==> src/design/mce_pkg.sv <==
// Shared types, constants and the Morse pattern table for the character encoder.
// No dependencies; every other design file imports this package.
`timescale 1ns / 1ps
`default_nettype none

package mce_pkg;

  localparam int CharW = 8;
  localparam int UnitW = 4;
  localparam int LenW  = 3;
  localparam int PatW  = 4;
  localparam int SegW  = 4;
  localparam int CfgIdxW = 2;

  localparam logic [CharW-1:0] CHAR_SPACE = 8'h20;
  localparam logic [CharW-1:0] CHAR_A     = 8'h61;
  localparam logic [CharW-1:0] CHAR_Z     = 8'h7a;

  localparam logic [CfgIdxW-1:0] REG_DASH_UNITS       = 2'd0;
  localparam logic [CfgIdxW-1:0] REG_LETTER_GAP_UNITS = 2'd1;
  localparam logic [CfgIdxW-1:0] REG_WORD_GAP_UNITS   = 2'd2;

  localparam logic [UnitW-1:0] RST_DASH_UNITS       = 4'd3;
  localparam logic [UnitW-1:0] RST_LETTER_GAP_UNITS = 4'd2;
  localparam logic [UnitW-1:0] RST_WORD_GAP_UNITS   = 4'd6;
  localparam logic [UnitW-1:0] DOT_UNITS            = 4'd1;

  localparam int QDepth = 2;
  localparam int QPtrW  = 1;
  localparam int QCntW  = 2;

  typedef enum logic [1:0] {
    KIND_LETTER = 2'd0,
    KIND_SPACE  = 2'd1,
    KIND_BAD    = 2'd2
  } mce_kind_t;

  typedef struct packed {
    logic [LenW-1:0] len;
    logic [PatW-1:0] bits;
  } mce_pattern_t;

  typedef struct packed {
    mce_kind_t       kind;
    logic [LenW-1:0] len;
    logic [PatW-1:0] bits;
  } mce_cmd_t;

  typedef struct packed {
    logic [UnitW-1:0] dash_units;
    logic [UnitW-1:0] letter_gap_units;
    logic [UnitW-1:0] word_gap_units;
  } mce_cfg_t;

  // Element bit i set means element i is a dash.
  function automatic mce_pattern_t morse_pattern(input logic [4:0] idx);
    mce_pattern_t p;
    unique case (idx)
      5'd0:  p = '{3'd2, 4'h2};
      5'd1:  p = '{3'd4, 4'h1};
      5'd2:  p = '{3'd4, 4'h5};
      5'd3:  p = '{3'd3, 4'h1};
      5'd4:  p = '{3'd1, 4'h0};
      5'd5:  p = '{3'd4, 4'h4};
      5'd6:  p = '{3'd3, 4'h3};
      5'd7:  p = '{3'd4, 4'h0};
      5'd8:  p = '{3'd2, 4'h0};
      5'd9:  p = '{3'd4, 4'he};
      5'd10: p = '{3'd3, 4'h5};
      5'd11: p = '{3'd4, 4'h2};
      5'd12: p = '{3'd2, 4'h3};
      5'd13: p = '{3'd2, 4'h1};
      5'd14: p = '{3'd3, 4'h7};
      5'd15: p = '{3'd4, 4'h6};
      5'd16: p = '{3'd4, 4'hb};
      5'd17: p = '{3'd3, 4'h2};
      5'd18: p = '{3'd3, 4'h0};
      5'd19: p = '{3'd1, 4'h1};
      5'd20: p = '{3'd3, 4'h4};
      5'd21: p = '{3'd4, 4'h8};
      5'd22: p = '{3'd3, 4'h6};
      5'd23: p = '{3'd4, 4'h9};
      5'd24: p = '{3'd4, 4'hd};
      5'd25: p = '{3'd4, 4'h3};
      default: p = '{3'd1, 4'h0};
    endcase
    return p;
  endfunction

endpackage

`default_nettype wire

==> src/design/mce_front.sv <==
// Input side: takes character requests and classifies them into commands.
// Depends on mce_pkg for the pattern table and command type.
`timescale 1ns / 1ps
`default_nettype none

module mce_front (
  input  wire logic              s_tvalid,
  output logic                   s_tready,
  input  wire logic [7:0]        s_tdata,   // [7:0] char_code
  input  wire logic              q_full,
  output logic                   q_push,
  output mce_pkg::mce_cmd_t      q_cmd
);
  import mce_pkg::*;

  mce_pattern_t pat;
  logic [4:0]   idx;

  assign s_tready = !q_full;
  assign q_push   = s_tvalid && !q_full;
  assign idx      = 5'(s_tdata - CHAR_A);
  assign pat      = morse_pattern(idx);

  always_comb begin
    q_cmd.len  = pat.len;
    q_cmd.bits = pat.bits;
    priority if (s_tdata == CHAR_SPACE) begin
      q_cmd.kind = KIND_SPACE;
    end else if (s_tdata < CHAR_A || s_tdata > CHAR_Z) begin
      q_cmd.kind = KIND_BAD;
    end else begin
      q_cmd.kind = KIND_LETTER;
    end
  end

endmodule

`default_nettype wire

==> src/design/mce_queue.sv <==
// Short command queue between the classifier and the segment sequencer.
// Depends on mce_pkg for the command type and depth constants.
`timescale 1ns / 1ps
`default_nettype none

module mce_queue (
  input  wire logic             clk,
  input  wire logic             rst,
  input  wire logic             push,
  input  mce_pkg::mce_cmd_t     push_cmd,
  output logic                  full,
  output logic                  empty,
  input  wire logic             pop,
  output mce_pkg::mce_cmd_t     head
);
  import mce_pkg::*;

  mce_cmd_t         entries [QDepth];
  logic [QPtrW-1:0] wr_ptr;
  logic [QPtrW-1:0] rd_ptr;
  logic [QCntW-1:0] count;

  assign full  = (count == QCntW'(QDepth));
  assign empty = (count == '0);
  assign head  = entries[rd_ptr];

  always_ff @(posedge clk) begin
    if (push) begin
      entries[wr_ptr] <= push_cmd;
    end
  end

  always_ff @(posedge clk) begin
    if (rst) begin
      wr_ptr <= '0;
      rd_ptr <= '0;
      count  <= '0;
    end else begin
      if (push) begin
        wr_ptr <= wr_ptr + 1'b1;
      end
      if (pop) begin
        rd_ptr <= rd_ptr + 1'b1;
      end
      unique case ({push, pop})
        2'b10:   count <= count + 1'b1;
        2'b01:   count <= count - 1'b1;
        default: count <= count;
      endcase
    end
  end

  a_no_overflow: assert property (@(posedge clk) disable iff (rst) !(push && full))
    else $error("Queue written while full.");
  a_no_underflow: assert property (@(posedge clk) disable iff (rst) !(pop && empty))
    else $error("Queue read while empty.");
  a_count_range: assert property (@(posedge clk) disable iff (rst)
    count <= QCntW'(QDepth))
    else $error("Queue count beyond depth.");

endmodule

`default_nettype wire

==> src/design/mce_back.sv <==
// Segment sequencer: steps through one command, one segment per cycle when not stalled,
// into an output register. Depends on mce_pkg for the command and configuration types.
`timescale 1ns / 1ps
`default_nettype none

module mce_back (
  input  wire logic             clk,
  input  wire logic             rst,
  input  mce_pkg::mce_cfg_t     cfg,
  input  wire logic             q_empty,
  input  mce_pkg::mce_cmd_t     head,
  output logic                  q_pop,
  output logic                  m_tvalid,
  input  wire logic             m_tready,
  output logic [7:0]            m_tdata,  // [0] key_on, [4:1] duration_units, [7:5] zero
  output logic                  m_tuser,  // [0] bad_char
  output logic                  m_tlast
);
  import mce_pkg::*;

  logic [SegW-1:0]  seg;
  logic [SegW-1:0]  seg_next;
  logic [SegW-1:0]  gap_idx;
  logic             advance;
  logic             emit;
  logic             is_gap;
  logic             key_on;
  logic [UnitW-1:0] dur;
  logic             key_on_q;
  logic [UnitW-1:0] dur_q;
  logic             bad_q;
  logic             last_q;

  assign advance = !m_tvalid || m_tready;
  assign emit    = advance && !q_empty;
  assign gap_idx = {head.len, 1'b0};
  assign is_gap  = (head.kind != KIND_LETTER) || (seg == gap_idx);
  assign key_on  = (head.kind == KIND_LETTER) && !is_gap && !seg[0];
  assign q_pop   = emit && is_gap;
  assign seg_next = is_gap ? '0 : seg + 1'b1;

  always_comb begin
    unique case (head.kind)
      KIND_SPACE:  dur = cfg.word_gap_units;
      KIND_LETTER: begin
        if (is_gap) begin
          dur = cfg.letter_gap_units;
        end else if (seg[0]) begin
          dur = DOT_UNITS;
        end else begin
          dur = head.bits[seg[2:1]] ? cfg.dash_units : DOT_UNITS;
        end
      end
      default:     dur = '0;
    endcase
  end

  always_ff @(posedge clk) begin
    if (rst) begin
      seg      <= '0;
      m_tvalid <= 1'b0;
    end else begin
      if (emit) begin
        seg <= seg_next;
      end
      if (advance) begin
        m_tvalid <= !q_empty;
      end
    end
  end

  always_ff @(posedge clk) begin
    if (emit) begin
      key_on_q <= key_on;
      dur_q    <= dur;
      bad_q    <= (head.kind == KIND_BAD);
      last_q   <= is_gap;
    end
  end

  assign m_tdata = {3'b000, dur_q, key_on_q};
  assign m_tuser = bad_q;
  assign m_tlast = last_q;

  a_seg_in_letter: assert property (@(posedge clk) disable iff (rst)
    !q_empty && head.kind == KIND_LETTER |-> seg <= gap_idx)
    else $error("Segment counter ran past the letter gap.");
  a_seg_idle_zero: assert property (@(posedge clk) disable iff (rst)
    q_empty |-> seg == '0)
    else $error("Segment counter not cleared between commands.");
  a_key_on_not_last: assert property (@(posedge clk) disable iff (rst)
    m_tvalid && m_tdata[0] |-> !m_tlast && !m_tuser)
    else $error("Key-on segment marked last or bad.");
  a_bad_single: assert property (@(posedge clk) disable iff (rst)
    m_tvalid && m_tuser |-> m_tlast && m_tdata[4:1] == '0)
    else $error("Bad character segment malformed.");

endmodule

`default_nettype wire

==> src/design/morse_character_encoder_unit.sv <==
// Channel   Direction  Content
// s_*       in         character request: tdata[7:0] char_code
// m_*       out        segment request: tdata key_on, duration_units; tuser bad_char; tlast
// cfg_*     in         register write: cfg_index, cfg_data
//
// Each character becomes segments, one per cycle in the sequencer while the output is not
// stalled: nine for a four-element letter, one for a space or an unknown byte; the next
// character follows with no idle segment. The two-entry command queue and the output
// register let the input keep accepting during an output stall until the queue fills.
// Reset restores the register defaults and empties the queue and output.
//
// Top level of the Morse encoder: holds the configuration registers and joins
// the classifier, queue and sequencer. Depends on mce_pkg and those modules.
`timescale 1ns / 1ps
`default_nettype none

module morse_character_encoder_unit (
  input  wire logic        clk,
  input  wire logic        rst,
  input  wire logic        s_tvalid,
  output logic             s_tready,
  input  wire logic [7:0]  s_tdata,   // [7:0] char_code
  output logic             m_tvalid,
  input  wire logic        m_tready,
  output logic [7:0]       m_tdata,   // [0] key_on, [4:1] duration_units, [7:5] zero
  output logic             m_tuser,   // [0] bad_char
  output logic             m_tlast,
  input  wire logic        cfg_valid,
  output logic             cfg_ready,
  input  wire logic [1:0]  cfg_index,
  input  wire logic [3:0]  cfg_data
);
  import mce_pkg::*;

  mce_cfg_t cfg;
  mce_cmd_t push_cmd;
  mce_cmd_t head;
  logic     q_push;
  logic     q_full;
  logic     q_empty;
  logic     q_pop;

  assign cfg_ready = 1'b1;

  always_ff @(posedge clk) begin
    if (rst) begin
      cfg.dash_units       <= RST_DASH_UNITS;
      cfg.letter_gap_units <= RST_LETTER_GAP_UNITS;
      cfg.word_gap_units   <= RST_WORD_GAP_UNITS;
    end else if (cfg_valid) begin
      unique case (cfg_index)
        REG_DASH_UNITS:       cfg.dash_units       <= cfg_data;
        REG_LETTER_GAP_UNITS: cfg.letter_gap_units <= cfg_data;
        REG_WORD_GAP_UNITS:   cfg.word_gap_units   <= cfg_data;
        default:              cfg <= cfg;
      endcase
    end
  end

  mce_front u_front (
    .s_tvalid (s_tvalid),
    .s_tready (s_tready),
    .s_tdata  (s_tdata),
    .q_full   (q_full),
    .q_push   (q_push),
    .q_cmd    (push_cmd)
  );

  mce_queue u_queue (
    .clk      (clk),
    .rst      (rst),
    .push     (q_push),
    .push_cmd (push_cmd),
    .full     (q_full),
    .empty    (q_empty),
    .pop      (q_pop),
    .head     (head)
  );

  mce_back u_back (
    .clk      (clk),
    .rst      (rst),
    .cfg      (cfg),
    .q_empty  (q_empty),
    .head     (head),
    .q_pop    (q_pop),
    .m_tvalid (m_tvalid),
    .m_tready (m_tready),
    .m_tdata  (m_tdata),
    .m_tuser  (m_tuser),
    .m_tlast  (m_tlast)
  );

endmodule

`default_nettype wire
==> config.mk <==
export PLATFORM = sky130hd
export DESIGN_NAME = morse_character_encoder_unit
export DESIGN_NICKNAME = d
export VERILOG_FILES = /design/src/design/mce_pkg.sv /design/src/design/mce_front.sv /design/src/design/mce_queue.sv /design/src/design/mce_back.sv /design/src/design/morse_character_encoder_unit.sv
export SDC_FILE = /design/constraint.sdc
export NUM_CORES = 1
export LEC_CHECK = 0
export BUFFER_PORTS_ARGS = -buffer_cell sky130_fd_sc_hd__buf_2
export CAP_MARGIN = 20
export CELL_PAD_IN_SITES_DETAIL_PLACEMENT = 1
export CELL_PAD_IN_SITES_GLOBAL_PLACEMENT = 1
export CORE_ASPECT_RATIO = 0.6
export CORE_MARGIN = 5
export CORE_UTILIZATION = 45
export DETAILED_ROUTE_END_ITERATION = 16
export PLACE_DENSITY = 0.85
export SYNTH_ARGS = -nofsm -noshare
export SYNTH_HDL_FRONTEND = slang
export SYNTH_SLANG_ARGS = --single-unit
==> constraint.sdc <==
create_clock -name clk -period 3.32 [get_ports clk]
set_input_delay 0.498 -clock clk [delete_from_list [all_inputs] [get_ports clk]]
set_output_delay 0.498 -clock clk [all_outputs]
set_load 0.03 [all_outputs]
# Word level (Yosys, flattened, before mapping)
# Memories as Yosys holds them, arrays and structs flattened. A register that Yosys moved wholly into a read port is not among the register bits.
# Index checks and enable logic that the tools add are counted.
totals:
  ff_bits: 28
  mem_bits_rw: 18
  romBits: 224
  inputBits: 19
  output_inout_bits: 13
  word_cells: 67
  n_memories: 2
op_classes:
  n_addsub: 6
  magnitude_cmp: 3
  eq_ne: 9
  n_mux: 14
  reduce_logical: 21
mem_list:
  columns: ["memory", "depth", "width", "read_ports", "rd_clocked_by_memory_dff", "wr", "line", "text"]
  rows:
  - ["(no name shown)", 32, 7, 1, 0, 0, "mce_pkg.sv:58", "unique case (idx)"]
  - ["u_queue.entries", 2, 9, 1, 1, 1, "mce_queue.sv:18", "mce_cmd_t entries [QDepth];"]
ops:
  columns: ["cell", "count"]
  rows:
  - ["$mux W4", 4]
  - ["$eq A2 B2 Y1 const B", 4]
  - ["$eq A8 B6 Y1 const B", 1]
  - ["$gt A8 B7 Y1 const B", 1]
  - ["$lt A8 B7 Y1 const B", 1]
  - ["$pmux W4 S2", 1]
  - ["$eq A2 B1 Y1 const B", 3]
  - ["$logic_not A2 Y1", 3]
  - ["$reduce_and A2 Y1", 3]
  - ["$logic_and A1 B1 Y1", 5]
  - ["$logic_not A1 Y1", 5]
  - ["$mux W1", 5]
  - ["$sub A5 B1 Y5 const B", 1]
  - ["$add A4 B1 Y4 const B", 1]
  - ["$eq A4 B4 Y1", 1]
  - ["$mux W2", 2]
  - ["$pmux W2 S2", 1]
  - ["$reduce_bool A2 Y1", 2]
  - ["$logic_or A1 B1 Y1", 3]
  - ["$lt A2 B3 Y1 const B", 1]
  - ["$add A1 B1 Y1 const B", 2]
  - ["$add A2 B1 Y2 const B", 1]
  - ["$bmux W1 S2", 1]
  - ["$sub A2 B1 Y2 const B", 1]

# Depth between registers and ports, before layout
depth:
  depth_word: 6
  depth_mapped: 10
  ltp_nobuf: 8

# Hierarchy
# Synthesis repeated with hierarchy kept, for this count alone.
unflattened:
  hier_cells: 315
  area_unflattened_um2: 3056.7
by_module_without_submodules:
  columns: ["module", "instances", "cells_per_inst", "area_each_um2", "seq_area_each_um2"]
  rows:
  - ["mce_front", 1, 147, 989.7, 0.0]
  - ["mce_queue", 1, 50, 852.1, 640.6]
  - ["mce_back", 1, 69, 711.9, 310.3]
  - ["morse_character_encoder_unit", 1, 49, 503.0, 240.2]

# Worst setup path before layout
# No wires, ideal clock.
synth_path:
  kind: "input -> register"
  start: "input s_tdata[0]"
  end: "memory u_queue.entries[0][5] (netlist name) (data pin)"
  setup_time_ns: 0.265
  arrival_time_ns: 2.546
  path_slack_ns: 0.509
  cell_stages: 8
  cell_sequence: "clkbuf_1 -> clkbuf_1 -> inv_1 -> ha_1 -> xnor2_1 -> mux2i_1 -> o21ai_0 -> o32a_1"
synth_lines:
  columns: ["element", "line", "text"]
  rows:
  - ["start: declaration", "morse_character_encoder_unit.sv:22", "input wire logic [7:0] s_tdata,"]
  - ["end: declaration", "mce_queue.sv:18", null]

==> results_dict.tcl <==
set metrics [dict create \
    vdd_ir_drop_max_uv 303 \
    cts_tree "built" \
    synthArstFlopShare_pct 0 \
    overflow 0 \
    num_vias 2085 \
    crit_type "reg -> reg" \
    avgSynthCellArea_um2 9.65 \
    dp_hpwl_mm 4.80 \
    power_leakage_nw 1.11 \
    synthFlopType "edfxtp_1" \
    start_util_pct 46.4 \
    hold_path.class "in -> reg" \
    place.gp.congestion 0.854 \
    antenna_found_initial 0 \
    synth_cell_type_count 47 \
    path_clk_slew_ps 90 \
    status "finished, final reports clean" \
    drc_errors 0 \
    rows 21 \
    final.period_utilization_pct 83.9 \
    clock_skew_ps 13.1 \
    clock_latency_ps 300 \
    final-setup-viol-count 0 \
    synth-edff-count 25 \
    grt_pass1_vias 2118 \
    whs_ps 445 \
    final_max_slew_viol_count 0 \
    n_antenna_cell 0 \
    die_h_um 68.7 \
    max-slew-margin-rel_pct 30.9 \
    setup_tns_ps 0 \
    max_freq_mhz 359 \
    drt_iter0_drc 149 \
    grt_max_degree 21 \
    synth_area_leaders "edfxtp_1 29%, dfxtp_1 17%, mux2i_1 6.6%, ha_1 4.4%, a21oi_1 3.9%" \
    cts-root-buf "clkbuf_8" \
    drive_above_1_share_pct 15.1 \
    synth_area_mm2 0.00258 \
    critPathSlowestCell "dfxtp_1" \
    netlist_top_cells_count "25 x edfxtp_1, 25 x nand2_1, 22 x dfxtp_1, 22 x nor2_1, 20 x a21oi_1" \
    portBuffers 27 \
    dieArea_mm2 0.00741 \
    maxCapViolCount 0 \
    finalCriticalPeriod_ps 2790 \
    worstMarginPinSlew_ps 1030 \
    postCtsHoldBufs 0 \
    p_per_area_mw_per_mm2 628 \
    drt-total-wl_mm 6.60 \
    grt_usage_pct 18.7 \
    yosysTopAreaCellShare_pct 29.0 \
    syn_inst 268 \
    fin_nets 318 \
    crit_buf_inv 0 \
    path_cells "mux2i_1, xnor2_1, o41a_4, nor2_1, ha_1, or3_1, a21oi_1" \
    antenna_left 0 \
    critPathLaunchType "flip-flop" \
    cts.sinks 47 \
    cts_max_level 2 \
    finalHoldViolCount 0 \
    wl_per_cell_um 17.8 \
    dr.pass1.iters 4 \
    vias_per_cell 5.62 \
    ys_seq_area_share_pct 46.1 \
    cp.arrival_ps 3020 \
    crit_path_max_incr_delay_ps 750 \
    cts_resized 0 \
    yosys_warnings 0 \
    crit_fanout 12 \
    grt_pass1_wl_mm 10.7 \
    syn_to_final_growth_pct 10.5 \
    required_ps 3550 \
    ys_ff_latch 47 \
    crit_family "flip-flops" \
    clockBufferDepth 2 \
    rsz0062_at_grt "no" \
    worstSetupEndpointType "flip-flop" \
    fillCellCount 649 \
    synth_area_leader_cell "edfxtp_1" \
    core-area_mm2 0.00557 \
    die_w_um 108 \
    cts_buffers 5 \
    io_pins 32 \
    post_cts_buffers 0 \
]
## path summary, 6_finish.rpt
kind	startpoint	to	slack (ps)	cells past startpoint
worst max register to register	flip-flop	u_queue.count[1]	530	7
worst min-delay path	cfg_data[2]	cfg[2]	440	3
worst max-delay path	flip-flop	u_queue.count[1]	530	7
worst min register to register	cfg[2]	cfg[2]	490	2
## metal layers
metal / vias to the layer above / wire, µm / global-route usage, %
li1: 1004 / - / -
met1: 1012 / 3150 / 25.2
met2: 59 / 2960 / 30.9
met3: 10 / 417 / 4.37
met4: 0 / 72 / 4.25
met5: - / 0 / 0
## cell usage in the layout (no fill, tap or decap), types with 4 or more instances in the layout
cell type  synthesis  layout
nor2b_1            4       4
mux2i_1           17      17
dfxtp_1           22      22
nor3_1             4       4
xor2_1             4       4
inv_1             11      11
a31oi_1            6       6
nand3b_1           4       4
ha_1               9       9
o31ai_1            4       4
o21ai_0           18      18
nand2_1           25      25
clkbuf_8           0       6
nand2b_1           6       6
o211ai_1           4       4
edfxtp_1          25      25
nor2_1            22      22
nand3_1            6       6
xnor2_1            6       6
buf_2              0      27
buf_4              5       4
a32oi_1            4       4
a21oi_1           20      20
conb_1             2       4
## through the flow
stage / std cells / util (%) / setup WS (ps) / power (W) / instance area, µm²
floorplan: 270 / - / 509 / 0.00128 / 2590
global placement: 363 / 49.6 / 654 / 0.00140 / 2760
detailed placement: 363 / 49.6 / 528 / 0.00144 / 2760
CTS: 371 / 51.3 / 562 / 0.00180 / 2860
global route: 371 / 51.3 / 377 / 0.00188 / 2860
finish: 371 / 51.3 / 533 / 0.00179 / 2860
## flip-flops by register name, indices dropped and copies added, names as in the netlist, named ones only
name and flops:
cfg 12, u_back.seg 4, u_queue.rd_ptr 1, u_back.dur_q 4
u_queue.wr_ptr 1, u_back.m_tlast 1, u_back.key_on_q 1, u_back.m_tuser 1
u_queue.entries 18, u_back.m_tvalid 1, u_queue.count 2
## worst min-delay path, cell delays in order
cell,delay [ps]
buf_2,100
mux2i_1,60
nand2_1,60
## report_power, final
group	internal, W	total (W)	switching, W
registers	0.000753	0.000838	0.0000847
clock network	0.000168	0.000354	0.000186
logic	0.000202	0.000600	0.000399
## cell type report
cell class,count,area [µm²],share of cell area [%]
inverters,12,45.0,1.58
well taps,80,100,3.51
multi-input cells,193,1260,44.2
clock inverters,1,5.00,0.175
flip-flops and latches,47,1190,41.7
repair buffers,31,165,5.78
clock buffers,7,86.3,3.02
## cells by family (layout without fill, tap and decap cells)
logic type,Yosys count,in the layout,synth area share (%)
flip-flops,47,47,46.1
buffers and inverters,30,51,5.37
other,2,4,0.291
adder cells (fa/ha/maj),9,9,4.36
AO/OA/AOI/OAI,70,70,18.3
XOR/XNOR,10,10,3.39
AND/OR/NAND/NOR,83,83,15.6
multiplexers,17,17,6.58
No activity file was read; power rests on OpenSTA's default activity.
